File: config.mk
export PLATFORM = sky130hd
export DESIGN_NAME = dkt_mul
export DESIGN_NICKNAME = d
export VERILOG_FILES = /design/src/rtl/dkt_pkg.sv /design/src/rtl/dkt_mul.sv
export SDC_FILE = /design/constraint.sdc
export NUM_CORES = 2
export LEC_CHECK = 0
export BUFFER_PORTS_ARGS = -buffer_cell sky130_fd_sc_hd__buf_2
export CAP_MARGIN = 20
export CORE_ASPECT_RATIO = 2
export CORE_MARGIN = 5
export CORE_UTILIZATION = 32
export CTS_CLUSTER_SIZE = 16
export DETAILED_ROUTE_END_ITERATION = 10
export GPL_TIMING_DRIVEN = 0
export PLACE_DENSITY_LB_ADDON = 0.05
export SLEW_MARGIN = 5
export SYNTH_ARGS = -nofsm -noshare
export SYNTH_HDL_FRONTEND = slang
export SYNTH_SLANG_ARGS = --single-unit
File: constraint.sdc
create_clock -name i_clk -period 9 [get_ports i_clk]
set_input_delay 0.9 -clock i_clk [delete_from_list [all_inputs] [get_ports i_clk]]
set_output_delay 0.9 -clock i_clk [all_outputs]
set_load 0.03 [all_outputs]
File: src/rtl/dkt_pkg.sv
`timescale 1ns / 1ps

package dkt_pkg;

    localparam int DATA_W        = 32;
    localparam int MAX_AXES      = 3;
    localparam int AXIS_W        = 2;
    localparam int DEF_AXES      = 3;
    localparam int DEF_FRAC_BITS = 16;
    localparam int VAR_INIT_SCALE = 100;

    // operation codes of an input item
    localparam logic [1:0] FN_INIT    = 2'd0;
    localparam logic [1:0] FN_PREDICT = 2'd1;
    localparam logic [1:0] FN_UPDATE  = 2'd2;
    localparam logic [1:0] FN_RSVD    = 2'd3;

    // configuration register indexes
    localparam logic [1:0] CFG_PROC_NOISE = 2'd0;
    localparam logic [1:0] CFG_MEAS_NOISE = 2'd1;
    localparam logic [1:0] CFG_INIT_PVAR  = 2'd2;
    localparam logic [1:0] CFG_INIT_VVAR  = 2'd3;

endpackage

File: src/rtl/dkt_mul.sv
`timescale 1ns / 1ps

module dkt_mul (
    input  logic                            i_clk,
    input  logic [dkt_pkg::DATA_W-1:0]      i_a,
    input  logic [dkt_pkg::DATA_W-1:0]      i_b,
    output logic [2*dkt_pkg::DATA_W-1:0]    o_p
);

    logic [2*dkt_pkg::DATA_W-1:0] r_p;

    // register the product of the shared multiplier
    always_ff @(posedge i_clk) begin
        r_p <= i_a * i_b;
    end

    assign o_p = r_p;

endmodule

==> reports/qor.csv <==
stage,metric,value,unit
setup_path,"Req. time, crit path",9.29,ns
placed_design,gpl congestion,0.997,
setup_path,CP Max Fanout,10,
timing,RSZ-0062 raised after global routing,yes,
drt,drt pass-1 iters,5,
timing,crit share post-route,0.984,
yosys,Yosys warnings,0,
floorplan,Starting Density,0.323,
yosys,ys flop type,dfxtp_1,
clocking,H-tree levels,3,
yosys,"area leader, netlist",fa_1,
global_route,largest net degree at the start of global routing,15,
yosys,"top cells by area, synth","fa_1, and2_1, ha_1, inv_1, nand2_1",
yosys,Post-Syn Area,0.0347,sq mm
timing,Slew @ Worst Pin,1.13,ns
setup_path,CP max-delay cell,fa_1,
clocking,worst-case clock buffer depth,2,
yosys,syn avg cell area,9.25,sq um
timing,max-slew violations,0,
cells_and_area,Layout area overhead,8.88,%
min_path,class of the worst hold path,input pin to register,
drt,Post-Route WL,169000,um
run_status,run status,finished clean,
yosys,"EDFF count, synth",0,
drt,routed length on met3,4660,um
floorplan,Die X,243,um
setup_path,Worst path most repeated cell,fa_1,
timing,Fin. Hold Viols,0,
drt,post-route met1 wirelength,48200,um
timing,Max Clk Rate,113,MHz
global_route,vias in the first global route,30600,
floorplan,Ports,129,
drt,top routing layer used,met4,
clocking,hold_buf cts,0,
yosys,Syn Nets,4972,
yosys,Netlist cell types,57,
placed_design,DP HPWL,151000,um
cells_and_area,layout net count,5122,
global_route,GRT Total Usage,0.294,
clocking,Inserted Clock Buffers,9,
setup_path,CP top delay family,adder cells,
drt,Iter 0 DRT Violations,1305,
setup_path,Critical Path AT,9.14,ns
clocking,CTS sink count,64,
floorplan,Core ar.,0.107,sq mm
flow_run,MaxCap Viol Count,0,
yosys,"Seq/Total Area, Yosys",0.0369,
drt,Vias,26500,
global_route,GRT overflow,0,
setup_path,"Buf+Inv Stages, Crit Path",6,
setup_path,critical path launch point type,input pin,
timing,slew margin rel.,0.240,
setup_path,Critical Path Max Stage Delay,0.57,ns
drt,DR WL met2,95400,um
timing,total negative slack,0,ns
cells_and_area,max reg flops,64,
floorplan,chip height,476,um
cells_and_area,share of layout cells above drive strength 1,0.0789,
yosys,"flops & latches, synth",64,
setup_path,WS Path Type,input pin to register,
placed_design,port bufs,128,
clocking,CTS Root Cell,clkbuf_16,
global_route,first-pass GRT wire length,233000,um
setup_path,nature of the critical path endpoint,register,
drt,average wire per standard cell,32.1,um
floorplan,die area,0.115,sq mm
floorplan,row count,170,
timing,final setup fails,0,
clocking,clock slew at reported path FFs,0.07,ns
drt,DRC,0,
global_route,initial antenna violation count,8,
cells_and_area,final core utilization,0.351,
yosys,share of Yosys cell area claimed by the top area cell type,0.517,
drt,Antenna Violating Nets Remaining,0,
drt,Vias/cell,5.01,
timing,minimum clock period,8.86,ns
yosys,"FFs w/ async S/R, synth",0,
clocking,CTS tree,built,
yosys,cells after synthesis,3748,
[cells in the final DEF, fill, tap and decap left out, types with 40 or more instances in the layout]
cell type / count
fa_1: 896
inv_1: 865
and2_1: 602
nand2_1: 480
ha_1: 263
buf_2: 136
clkbuf_2: 118
clkbuf_1: 88
dfxtp_1: 64
a21oi_1: 62
a21o_1: 40
[area by class of cell]
class                           instances  area, sq um
Clock buffer                            9          225
Inverter                              865         3250
Timing Repair Buffer                  141          802
Clock inverter                          7          125
Antenna cell                            7         17.5
Multi-Input combinational cell       2599        29300
Fill cell                           11400        69700
Buffer                                218          987
Tap cell                             1376         1720
Sequential cell                        64         1280
[cell families after synthesis]
kind of cell,count (synthesis),synth area share
xor+xnor,60,0.0152
mux,1,0.000289
simple gates,1177,0.176
flops,64,0.0369
buf+inv,1085,0.118
compound gates,202,0.0415
fa+ha+maj,1159,0.612
[synthesized netlist by cell type (all sizes together), types with 2 or more instances]
master and n:
a211oi 3, nand2b 2, and3 14, o211ai 2
nor2 20, nor3 7, nand2 480, a21boi 3
xor2 25, o21bai 11, o21ai 26, a21o 40
and4 3, fa 896, xnor2 35, and3b 2
ha 263, a221oi 4, o31ai 5, clkbuf 213
nand3 10, inv 865, nor2b 2, or4 3
dfxtp 64, a21oi 66, o221ai 3, a31oi 12
and2 602, o21a 9, or2 3, nand4 23
a311oi 2, o221a 2, buf 7, a221o 4
or3 3
[path summary, 6_finish.rpt]
| check | from | endpoint | slack (ns) | depth (start not counted) |
|---|---|---|---|---|
| max | i_b[7] | o_p[63]$_DFF_P_ | 0.14 | 25 |
| min | i_b[0] | o_p[0]$_DFF_P_ | 0.94 | 2 |
[per-layer routing]
layer | vias to the layer above | GRT usage
met5 | - | 0
met4 | 0 | 0.272
met3 | 426 | 0.0225
met2 | 839 | 0.584
met1 | 14100 | 0.254
li1 | 11200 | -
[per-stage QoR]
step,setup slack [ns],hold slack (ns),std cells,cell area [sq um]
CTS,0.000977,0.934,5280,37700
global placement,-1.27,1.34,5252,37000
global route,-0.0216,0.942,5279,37700
floorplan,1.35,1.03,3748,34700
detailed placement,-0.982,1.34,5263,37200
finish,0.144,0.942,5286,37800
[repair_timing]
item,in CTS,in global routing
pin swaps,1,0
buffers inserted,2,0
endpoints found under the hold margin,0,0
resized for setup,99,73
setup endpoints to repair,15,8
Power is left out: the tool's default activity adds up to more than one toggle a clock period on the data nets, which glitch-free logic cannot reach.
