File: config.mk
export PLATFORM = sky130hd
export DESIGN_NAME = dkt_div
export DESIGN_NICKNAME = d
export VERILOG_FILES = /design/src/rtl/dkt_pkg.sv /design/src/rtl/dkt_div.sv
export SDC_FILE = /design/constraint.sdc
export NUM_CORES = 1
export LEC_CHECK = 0
export ABC_AREA = 1
export BUFFER_PORTS_ARGS = -buffer_cell sky130_fd_sc_hd__buf_2
export CAP_MARGIN = 20
export CORE_ASPECT_RATIO = 0.6
export CORE_MARGIN = 2
export CORE_UTILIZATION = 46
export DETAILED_ROUTE_END_ITERATION = 8
export PLACE_DENSITY_LB_ADDON = 0.12
export SYNTH_ARGS = -nofsm -noshare
export SYNTH_HDL_FRONTEND = slang
export SYNTH_SLANG_ARGS = --single-unit
export TNS_END_PERCENT = 5
File: constraint.sdc
create_clock -name i_clk -period 5.1 [get_ports i_clk]
set_input_delay 0 -clock i_clk [delete_from_list [all_inputs] [get_ports i_clk]]
set_output_delay 0 -clock i_clk [all_outputs]
set_load 0.02 [all_outputs]
File: src/rtl/dkt_pkg.sv
`timescale 1ns / 1ps

package dkt_pkg;

    localparam int DATA_W        = 32;
    localparam int MAX_AXES      = 3;
    localparam int AXIS_W        = 2;
    localparam int DEF_AXES      = 3;
    localparam int DEF_FRAC_BITS = 16;
    localparam int VAR_INIT_SCALE = 100;

    // operation codes of an input item
    localparam logic [1:0] FN_INIT    = 2'd0;
    localparam logic [1:0] FN_PREDICT = 2'd1;
    localparam logic [1:0] FN_UPDATE  = 2'd2;
    localparam logic [1:0] FN_RSVD    = 2'd3;

    // configuration register indexes
    localparam logic [1:0] CFG_PROC_NOISE = 2'd0;
    localparam logic [1:0] CFG_MEAS_NOISE = 2'd1;
    localparam logic [1:0] CFG_INIT_PVAR  = 2'd2;
    localparam logic [1:0] CFG_INIT_VVAR  = 2'd3;

endpackage

File: src/rtl/dkt_div.sv
`timescale 1ns / 1ps

module dkt_div #(
    parameter int DVD_W = 48
) (
    input  logic                          i_clk,
    input  logic                          i_rst_n,
    input  logic                          i_start,
    input  logic [DVD_W-1:0]              i_dividend,
    input  logic [dkt_pkg::DATA_W:0]      i_divisor,
    output logic                          o_done,
    output logic [DVD_W-1:0]              o_quot
);

    localparam int CNT_W = $clog2(DVD_W + 1);
    localparam int REM_W = dkt_pkg::DATA_W + 1;

    logic             r_busy;
    logic             r_done;
    logic [CNT_W-1:0] r_cnt;
    logic [REM_W-1:0] r_rem;
    logic [REM_W-1:0] r_dsr;
    logic [DVD_W-1:0] r_quo;
    logic [REM_W:0]   n_trial;
    logic             n_fit;

    // shift in the next dividend bit and try the subtract
    always_comb begin
        n_trial = {r_rem, r_quo[DVD_W-1]};
        n_fit   = (n_trial >= {1'b0, r_dsr});
    end

    // restoring division, one quotient bit per cycle
    always_ff @(posedge i_clk) begin
        if (!i_rst_n) begin
            r_busy <= 1'b0;
            r_done <= 1'b0;
            r_cnt  <= '0;
        end else begin
            r_done <= 1'b0;
            if (i_start) begin
                r_busy <= 1'b1;
                r_cnt  <= '0;
                r_rem  <= '0;
                r_dsr  <= i_divisor;
                r_quo  <= i_dividend;
            end else if (r_busy) begin
                r_rem <= n_fit ? REM_W'(n_trial - {1'b0, r_dsr}) : REM_W'(n_trial);
                r_quo <= {r_quo[DVD_W-2:0], n_fit};
                r_cnt <= r_cnt + 1'b1;
                if (r_cnt == CNT_W'(DVD_W - 1)) begin
                    r_busy <= 1'b0;
                    r_done <= 1'b1;
                end
            end
        end
    end

    assign o_done = r_done;
    assign o_quot = r_quo;

endmodule

==> summary.md <==
| Metric | Value |
|---|---|
| Fillers | 1540 |
| Mapped Nets | 1180 |
| CP Launch Type | flop |
| Remaining global-route overflow | 0 |
| #FFs+latches synth | 122 |
| DIE HEIGHT | 106.2 um |
| Hold Slack | 222.7 ps |
| Gpl congestion | 0.9425 |
| Multi-input gate area | 3630 sq um |
| RSZ-0062 raised after global routing | no |
| Slew headroom | 55.00% |
| Fin crit share | 51.65% |
| Share of post-route cells with drive strength above 1 | 17.47% |
| Mean Syn Cell Area | 7.543 sq um |
| Worst path required time | 5380 ps |
| Clock Skew | 14.63 ps |
| Most frequent cells in the layout | 444 x nand2_1, 166 x inv_1, 132 x buf_2, 114 x edfxtp_1, 87 x nor2_1 |
| Pin count of the biggest net entering global routing | 49 |
| Hold Path Class | in -> reg |
| Tmin final | 2634 ps |
| Gr usage total | 24.59% |
| Sequential area share after synthesis | 44.78% |
| Final net count | 1394 |
| Post-CTS sizing | 0 |
| Worst setup EP type | flop |
| Adder-cell share of the synthesized area | 5.566% |
| Clk sinks | 122 |
| Largest family of logic cells by synthesized area | simple AND/OR/NAND/NOR gates |
| Register area | 3583 sq um |
| Simple-Gate Fraction of Synth Area | 36.12% |
| First-pass GRT wire length | 35.21 mm |
| Area grow syn2layout | 28.38% |
| Port-buffer cells | 132 |
| # hold bufs at CTS | 82 |
| Die span in x | 174.3 um |
| Fmax | 0.3796 GHz |
| Vias in the first global route | 6735 |
| CP Data Arrival Time | 2910 ps |
| Post-synthesis xor/xnor area fraction | 1.642% |
| Final setup fails | 0 |
| Critical path type | reg -> reg |
| Final wirelength | 21.77 mm |
| Initial antenna violation count | 0 |
| Synth cell types | 41 |
| Max Slew Vio Count | 0 |
| Ports | 133 |
| WL per Instance | 14.30 um |
| Multiplexer share of the synthesized area | 0% |
| Root buffer cell | clkbuf_16 |
| Residual DRC count | 0 |
| Max cap viols | 0 |
| Htree depth | 4 |
| Worst-path clk slew | 70 ps |
| Synthesized instance count | 1061 |
| Vias post-DR | 7228 |
| Starting DRT DRC Count | 556 |
| Final std cells w/o fill | 1522 |
| Most common cell after layout, fill and taps aside | nand2_1 |
| Worst vdd ir | 0.2303 mV |
| Setup TNS | 0 ps |
| Hpwl dp | 15.50 mm |
| Synth Warn # | 0 |
| # Post-CTS Setup Buffers | 0 |
| Post-DR vias/cell | 4.749 |
| Drt first pass iters | 5 |
| CTS Buf Count | 17 |
| TritonCTS clock tree | yes |
| Total core area | 17080 sq um |
| LEAKAGE | 5.285 nW |
| Crit-path max FO | 28 |
| Compound-Gate Fraction of Synth Area | 1.939% |
| Hold Vio Cnt, Final | 0 |
| Least-Margin Pin Slew | 674.0 ps |
| Routed Antenna Nets | 0 |
| Pwr dens | 350.3 nW/um^2 |
| Row count | 37 |
| Max Buffers Root-to-Sink | 2 |
| Clock Latency Late Sink | 430 ps |
| Synth Cell Area | 8003 sq um |
| Die ar. | 18500 sq um |
| N_diodes | 0 |
| Outcome | completed |
| Initial Utilization | 46.85% |
| Placed cell count | 1408 |
routing by layer:
metal | track usage (%) | vias to the layer above | routed length (um)
met2 | 33.90 | 252 | 8350
met4 | 4.622 | 0 | 200
li1 | - | 3717 | -
met5 | 0 | - | 0
met3 | 5.651 | 20 | 1775
met1 | 38.90 | 3239 | 11440
metrics by stage:
step | utilization (%) | cell area, sq um | total power [W] | setup slack, ps
floorplan | - | 8003 | 0.002053 | 2315
global placement | 51.86 | 8860 | 0.002317 | 2558
detailed placement | 51.86 | 8860 | 0.002318 | 2500
CTS | 60.14 | 10270 | 0.003603 | 2469
global route | 60.14 | 10270 | 0.003807 | 2316
finish | 60.14 | 10270 | 0.003599 | 2466
critical path: stages, from the launching register on:
cell and delay, ps:
edfxtp_1 370, inv_1 90, ha_1 140, inv_1 100, fa_1 460, nand3_2 120
nand3_4 100, nand2_4 80, nand2_4 50, nand2_4 330, nand2_8 150, inv_8 240
nor2_1 90, nor2_1 100
cell usage after synthesis (all sizes together):
library cell / n / area [sq um]
nor3: 11 / 71.32
nand2: 460 / 1793
ha: 34 / 425.4
nor3b: 3 / 22.52
inv: 174 / 663.1
clkbuf: 12 / 45.04
edfxtp: 114 / 3423
a211oi: 1 / 7.510
a31oi: 1 / 6.260
dfxtp: 8 / 160.2
or2: 1 / 6.260
a21o: 2 / 15.01
nand3: 32 / 187.7
o21ai: 2 / 13.76
xnor2: 1 / 8.760
nand4: 5 / 31.28
o21a: 1 / 7.510
nand3b: 28 / 210.2
fa: 1 / 20.02
xor2: 14 / 122.6
a21oi: 21 / 105.1
buf: 11 / 88.83
nor2: 113 / 499.2
and2: 11 / 68.82
where the power goes:
part / switching, W / leakage [nW] / internal [W]
logic: 0.000707 / 3.83 / 0.000387
clock network: 0.000496 / 0.286 / 0.000733
registers: 0.0000527 / 1.17 / 0.00122
total: 0.00126 / 5.28 / 0.00234
registers in the layout, indices dropped and copies added (netlist names):
| register | cells |
|---|---|
| r_cnt | 6 |
| r_dsr | 33 |
| r_busy | 1 |
| o_done | 1 |
| o_quot | 48 |
| r_rem | 33 |
cells by family after synthesis:
kind of cell             after synthesis
AND/OR/NAND/NOR                      664
buffers and inverters                197
flip-flops                           122
adder cells (fa/ha/maj)               35
AO/OA/AOI/OAI                         28
XOR/XNOR                              15
cell type report:
class	count	area share, %
clock buffer	18	4.177
inverter	174	6.455
tap	234	2.850
timing repair buffer	218	14.71
multi-input combinational	742	35.33
sequential	122	34.88
clock inverter	14	1.595
final timing paths:
check / startpoint / end / slack [ps] / depth (start not counted)
worst max register to register: o_quot[47]$_DFFE_PP_ / r_rem[32]$_SDFFCE_PP0P_ / 2470 / 13
worst min-delay path: i_start / o_quot[0]$_DFFE_PP_ / 220 / 2
worst max-delay path: o_quot[47]$_DFFE_PP_ / r_rem[32]$_SDFFCE_PP0P_ / 2470 / 13
worst min register to register: r_cnt[0]$_SDFFE_PP0P_ / r_cnt[0]$_SDFFE_PP0P_ / 510 / 2
(Power assumes the default switching activity.)
